**src/rtl/lidar_point_camera_projection_unit_macros.svh**
```systemverilog
// Assertion macros for the lidar point camera projection unit.
// Used by the top-level RTL module; has no other dependencies.
`ifndef LIDAR_POINT_CAMERA_PROJECTION_UNIT_MACROS_SVH
`define LIDAR_POINT_CAMERA_PROJECTION_UNIT_MACROS_SVH
`ifndef SYNTH
// Same-cycle implication.
`define LPCP_ASSERT_NOW(label, clk, rst_n, ante, cons) \
	label: assert property (@(posedge clk) disable iff (!rst_n) (ante) |-> (cons)) \
		else $error("lpcp assertion failed");
// Next-cycle implication.
`define LPCP_ASSERT_NEXT(label, clk, rst_n, ante, cons) \
	label: assert property (@(posedge clk) disable iff (!rst_n) (ante) |=> (cons)) \
		else $error("lpcp assertion failed");
`else
`define LPCP_ASSERT_NOW(label, clk, rst_n, ante, cons)
`define LPCP_ASSERT_NEXT(label, clk, rst_n, ante, cons)
`endif
`endif

```
**src/rtl/lpcp_pkg.sv**
```systemverilog
// Shared constants, codes and types of the lidar point camera projection unit.
// No dependencies.
package lpcp_pkg;
	localparam int COORD_WIDTH  = 32;
	localparam int STORE_DEPTH  = 28;
	localparam int PROJ_BASE    = 16;
	localparam int MAX_IMAGE    = 4096;
	localparam int H_W          = 42;   // projected homogeneous component
	localparam int N_W          = 56;   // component times image size
	localparam int Q_W          = 12;   // pixel coordinate
	localparam int DIV_STEPS    = Q_W + 1;
	localparam logic [12:0] WIDTH_RESET  = 13'd640;
	localparam logic [12:0] HEIGHT_RESET = 13'd480;

	localparam logic KIND_LOAD  = 1'b0;
	localparam logic KIND_POINT = 1'b1;

	localparam logic REG_WIDTH  = 1'b0;
	localparam logic REG_HEIGHT = 1'b1;

	localparam logic [1:0] ST_BEHIND  = 2'd0;
	localparam logic [1:0] ST_OUTSIDE = 2'd1;
	localparam logic [1:0] ST_VISIBLE = 2'd2;
	localparam logic [1:0] ST_DEGEN   = 2'd3;

	// Flags that travel beside the dividers.
	typedef struct packed {
		logic pv;
		logic kept;
		logic degen;
		logic neg_u;
		logic neg_v;
		logic last;
	} side_t;

	// Product of a Q8.24 coefficient and a Q16.16 value, floored to Q16.16.
	function automatic logic signed [39:0] q24_term(input logic signed [63:0] prod);
		return prod[63:24];
	endfunction
endpackage

```
**src/rtl/lpcp_div.sv**
```systemverilog
// Pipelined restoring divider: one quotient bit per stage, unsigned operands.
// Depends on lpcp_pkg; the first stage flags quotients of 4096 or more.
module lpcp_div (
	input  logic                          clk,
	input  logic                          en,
	input  logic [lpcp_pkg::N_W-1:0]      num,
	input  logic [lpcp_pkg::H_W-1:0]      den,
	output logic [lpcp_pkg::Q_W-1:0]      quo,
	output logic                          ovf
);
	localparam int RW = lpcp_pkg::N_W + 1;
	localparam int ST = lpcp_pkg::DIV_STEPS;

	logic [RW-1:0]               rem_s [1:ST];
	logic [lpcp_pkg::H_W-1:0]    den_s [1:ST];
	logic [lpcp_pkg::Q_W-1:0]    quo_s [1:ST];
	logic                        ovf_s [1:ST];

	for (genvar k = 0; k < ST; k++) begin : g_step
		localparam int B = ST - 1 - k;
		logic [RW-1:0]              r_in;
		logic [lpcp_pkg::H_W-1:0]   d_in;
		logic [lpcp_pkg::Q_W-1:0]   q_in;
		logic                       o_in;
		logic [RW-1:0]              sub;
		logic [RW:0]                diff;
		logic                       take;

		if (k == 0) begin : g_first
			assign r_in = RW'(num);
			assign d_in = den;
			assign q_in = '0;
			assign o_in = 1'b0;
		end else begin : g_next
			assign r_in = rem_s[k];
			assign d_in = den_s[k];
			assign q_in = quo_s[k];
			assign o_in = ovf_s[k];
		end

		// Trial subtraction of the shifted divisor.
		assign sub  = RW'(d_in) << B;
		assign diff = {1'b0, r_in} - {1'b0, sub};
		assign take = !diff[RW];

		always_ff @(posedge clk) begin
			if (en) begin
				rem_s[k+1] <= take ? diff[RW-1:0] : r_in;
				den_s[k+1] <= d_in;
				if (k == 0) begin
					ovf_s[k+1] <= take;
					quo_s[k+1] <= q_in;
				end else begin
					ovf_s[k+1] <= o_in;
					quo_s[k+1] <= q_in | (lpcp_pkg::Q_W'(take) << B);
				end
			end
		end
	end

	assign quo = quo_s[ST];
	assign ovf = ovf_s[ST];
endmodule

```
**config.mk**
```make
export PLATFORM = sky130hd
export DESIGN_NAME = lpcp_div
export DESIGN_NICKNAME = d
export VERILOG_FILES = /design/src/rtl/lidar_point_camera_projection_unit_macros.svh /design/src/rtl/lpcp_pkg.sv /design/src/rtl/lpcp_div.sv
export SDC_FILE = /design/constraint.sdc
export NUM_CORES = 2
export LEC_CHECK = 0
export BUFFER_PORTS_ARGS = -buffer_cell sky130_fd_sc_hd__clkbuf_2
export CAP_MARGIN = 20
export CORE_ASPECT_RATIO = 1.75
export CORE_MARGIN = 1
export CORE_UTILIZATION = 35
export CTS_BUF_LIST = sky130_fd_sc_hd__clkbuf_16
export DETAILED_ROUTE_END_ITERATION = 16
export GPL_ROUTABILITY_DRIVEN = 0
export GPL_TIMING_DRIVEN = 0
export SLEW_MARGIN = 20
export SYNTH_ARGS = -nofsm -noshare
export SYNTH_HDL_FRONTEND = slang
export SYNTH_SLANG_ARGS = --single-unit
```
**constraint.sdc**
```tcl
create_clock -name clk -period 3.3 [get_ports clk]
set_input_delay 0.33 -clock clk [delete_from_list [all_inputs] [get_ports clk]]
set_output_delay 0.33 -clock clk [all_outputs]
set_load 0.005 [all_outputs]
```
# == After elaboration in Yosys (flattened, before gate mapping) ==
# Memory sizes are Yosys's and may differ from the RTL's.
# Index checks and enable logic that the tools add are counted.
# word_totals
regBits,0
ram_bits,1456
in_bits,100
elab_cells,57
memories,4
# mem_list
name,words,word_bits,rd,rd_ports_with_merged_regs,write_ports,line_no,source
rem_s,13,57,12,0,13,lpcp_div.sv:14,logic [RW-1:0] rem_s [1:ST];
den_s,13,42,12,0,13,lpcp_div.sv:15,logic [lpcp_pkg::H_W-1:0] den_s [1:ST];
quo_s,13,12,13,0,13,lpcp_div.sv:16,logic [lpcp_pkg::Q_W-1:0] quo_s [1:ST];
ovf_s,13,1,13,0,13,lpcp_div.sv:17,logic ovf_s [1:ST];
# op_classes
add_sub_neg,13
mux,15
n_bitwise,12
reduce_logical,13
# ops
operator,n
$mux 57,13
$sub 57x42->58,1
$sub 57x43->58,1
$sub 57x44->58,1
$sub 57x45->58,1
$sub 57x46->58,1
$sub 57x47->58,1
$sub 57x48->58,1
$sub 57x49->58,1
$sub 57x50->58,1
$sub 57x51->58,1
$sub 57x52->58,1
$sub 57x53->58,1
$sub 56x54->57,1
$logic_not 1->1,13
$or 12x1->12,1
$or 12x10->12,1
$or 12x11->12,1
$or 12x12->12,1
$or 12x2->12,1
$or 12x3->12,1
$or 12x4->12,1
$or 12x5->12,1
$or 12x6->12,1
other kinds (4),5

# == Depth between registers and ports, before layout ==
# An unclocked memory read counts as a cell.
# logic_depth
word_depth,4
mapped_depth,16
depth_no_buf,15

# == Worst setup path before layout ==
# OpenSTA, ideal clock, no wires.
# synth_timing
kind,register to register
startpoint,"register, netlist name rem_s[2][60]"
endpoint,"register, netlist name rem_s[2][118]"
arrival_ps,3211
path_slack_ps,-171
stages_incl_launch_ff,15
path_cell_list,edfxtp_1 inv_1 ha_1 inv_1 fa_1 a211oi_1 o21ai_1 a21oi_1 o31ai_2 a221oi_2 o21ai_2 a211oi_2 buf_2 buf_2 mux2_2

==> impl_metrics.toml <==
[run_status]
status = "finished, violations left"
violations = "negative setup slack"

[placed_design]
dp_hpwl_mm = 146.2
placed_area_um2 = 81800
port_buffers = 112

[clock_network]
clockBufferDepth = 4
cts_tree = "done"
numCtsBuffers = 142
clock_latency_ps = 800
clkTransAtPathRegs_ps = 60
htree_num_levels = 4
clock_sinks = 1278
cts_root_buffer = "clkbuf_16"

[sta]
finalMaxSlewViolations = 0
min_period_ps = 4023
hold_viol_final = 0
finClkSkew_ps = 66.78
rsz0062_at_grt = "true"
setup_viol = 546
setup_tns_ps = -165090
setup_slack_ps = -722.8
fmax_ghz = 0.2486
finalCritPeriodShare = 1.219
worst_slew_pin_slew_ps = 847.6
slew_headroom = 0.4350
whs_ps = 61.32

[yosys]
muxShareOfSynthArea = 0.01086
syn-num-nets = 8116
synth_most_common_cell = "edfxtp_1"
synth_common_cells = "1,278 x edfxtp_1, 748 x nand2_1, 688 x inv_1"
synth_top_family_by_area = "compound AO/OA/AOI/OAI gates"
ys_seq_area_frac = 0.4970
synth_area_leaders = "edfxtp_1 50%, ha_1 8.8%, a21oi_1 4.0%"
synthFlopType = "edfxtp_1"
yosys.area.top_type = "edfxtp_1"
synth-simple-area-share = 0.1143
synth-edff-count = 1278
ys_types = 100
ys_async_sr_fraction = 0
yosysWarnings = 0
ys_ff_latch = 1278
syn-instance-count = 7459
synth_compound_area_frac = 0.1768
synthAdderAreaFrac = 0.09142
synth_top_area_frac = 0.4970
syn_area_um2 = 77220
syn_avg_cell_area_um2 = 10.35
synth_xor_area_frac = 0.06136

[final_layout]
fill_cells = 20265
finalInstanceArea_um2 = 93710
drive_gt1_frac = 0.1523
syn_to_final_growth_pct = 21.36
final_nets = 8706
seq_area_um2 = 38380
multi_input_area_um2 = 38170

[floorplanning]
dieArea_um2 = 222600
ioPinCount = 113
coreArea_um2 = 219000
die_w_um = 357.1
rows = 227
start_util = 0.3526
die_y_um = 623.4

[global_route]
grt_util_met3 = 0.01879
grt_use_total = 0.1678
antenna_found_initial = 3
met2_usage = 0.3451
grt_max_degree = 105
grt_busiest_layer = "met2"
grt_pass1_vias = 58696
grt_remaining_overflow = 0
grt_pass1_wl_mm = 298.4
gr-usage-met1 = 0.1413

[drt]
drcViolationCount = 0
vias_per_cell = 5.239
vias = 57761
firstDrtPassIters = 8
wl_mm = 198.9
wl_per_cell_um = 18.04
drtAntennaViolNets = 0
drt_iter0_markers = 3251

[critical_path]
crit_arrival_ps = 4540
r2r-end = "rem_s[2][118]"
required_ps = 3820
worstReg2RegStart = "rem_s[2][60]"
endpoint_kind = "flip-flop"
reg2regPathDepth = 16
critPathLaunchType = "flip-flop"
critPathKind = "reg -> reg"
reg2reg_slack_ps = -720
path_max_fanout = 4

[power_and_ir_drop]
ir_drop_mv = 0.4106
power.density_nw_per_um2 = 834.8
leakage_nw = 37.43

[run]
cap_violations = 0

[hold_path]
hold-path-cell-count = 3
hold_path.startpoint = "den[0]"
hold_class = "in -> reg"
min_to = "rem_s[0][69]"
## final cells by class
type,instances,share of cell area
Antenna cell,17,0.0004540
Multi-Input combinational cell,5220,0.4073
Timing Repair Buffer,462,0.04983
Clock inverter,97,0.007664
Inverter,692,0.02825
Tap cell,2862,0.03821
Buffer,253,0.02000
Sequential cell,1278,0.4095
Clock buffer,145,0.03872
## flip-flops by register name (all words and copies together) (netlist names)
name,count
quo_s,78
den_s,504
rem_s,683
ovf_s,13
## critical path: stages, from the launching register on
cell and delay (ps):
edfxtp_1 700, inv_2 180, ha_4 150, inv_2 40, fa_2 370, a211oi_4 280, o21ai_2 130, a21oi_2 250
o31ai_4 110, a221oi_2 250, buf_4 170, o21ai_4 100, a211oi_4 280, buf_6 170, buf_12 120, buf_12 130
mux2_4 290
## where the power goes
group          total, W  leakage [nW]  switching (W)  internal [W]
registers        0.0263          12.4        0.00258        0.0238
clock network    0.0149          2.23        0.00620       0.00871
logic            0.0370          22.8         0.0213        0.0157
## routing by layer
layer / wire length [µm] / share of wire / up-vias
met5: 0 / 0 / -
met4: 16580 / 0.083 / 0
met3: 5642 / 0.028 / 736
met2: 113400 / 0.57 / 1582
met1: 63280 / 0.32 / 27034
li1: - / - / 28409
## per-stage QoR
| step | util | setup slack [ps] | instances | power [W] |
|---|---|---|---|---|
| floorplan | - | 0.5491 | 7459 | 0.05035 |
| global placement | 0.3717 | -19460 | 10433 | 0.05863 |
| detailed placement | 0.3736 | -2005 | 10447 | 0.05842 |
| CTS | 0.4108 | -869.1 | 10875 | 0.07551 |
| global route | 0.4279 | -782.5 | 11025 | 0.08324 |
| finish | 0.4279 | -722.8 | 11026 | 0.07823 |
## logic make-up (layout without fill, tap and decap cells)
group	Yosys count	in the layout
flip-flops	1278	1278
XOR/XNOR	541	541
buffers and inverters	961	1649
adder cells (fa/ha/maj)	557	557
AO/OA/AOI/OAI	2171	2171
other	0	17
AND/OR/NAND/NOR	1876	1876
multiplexers	75	75
## worst max-delay path by stage
stage	from	end	slack, ps	depth (start not counted)
after floorplan	rem_s[1][121]	rem_s[1][178]	0.5	11
after global placement	en	rem_s[0][109]	-19460	1
after detailed placement	num[12]	rem_s[0][106]	-2000	14
after CTS	rem_s[2][60]	rem_s[2][169]	-870	16
after global routing	rem_s[2][116]	rem_s[2][227]	-780	15
final	rem_s[2][60]	rem_s[2][118]	-720	16
## timing repair
action,CTS,global route
gates cloned,9,29
buffers inserted,84,121
resized for setup,445,703
pin swaps,96,189
endpoints found under the hold margin,98,1
hold buffers,98,1
endpoints found under the setup margin,973,987
## placed cells by master (no fill, tap or decap), drive strengths merged, types with 18 or more instances in the layout
cell and instances:
a2111oi 25, a211o 21, a211oi 46, a21o 311, a21oi 620, a31oi 83, and2 36, and3 59
and4 20, buf 307, clkbuf 454, clkinv 46, dlygate4sd3 98, edfxtp 1278, ha 545, inv 722
mux2 70, nand2 748, nand2b 69, nand3 112, nand4 99, nor2 402, nor2b 70, nor3 96
nor4 45, o211ai 41, o21a 63, o21ai 634, o21bai 75, o31ai 57, or2 18, or3 42
xnor2 294, xor2 247
Power figures use the tool's default switching activity.
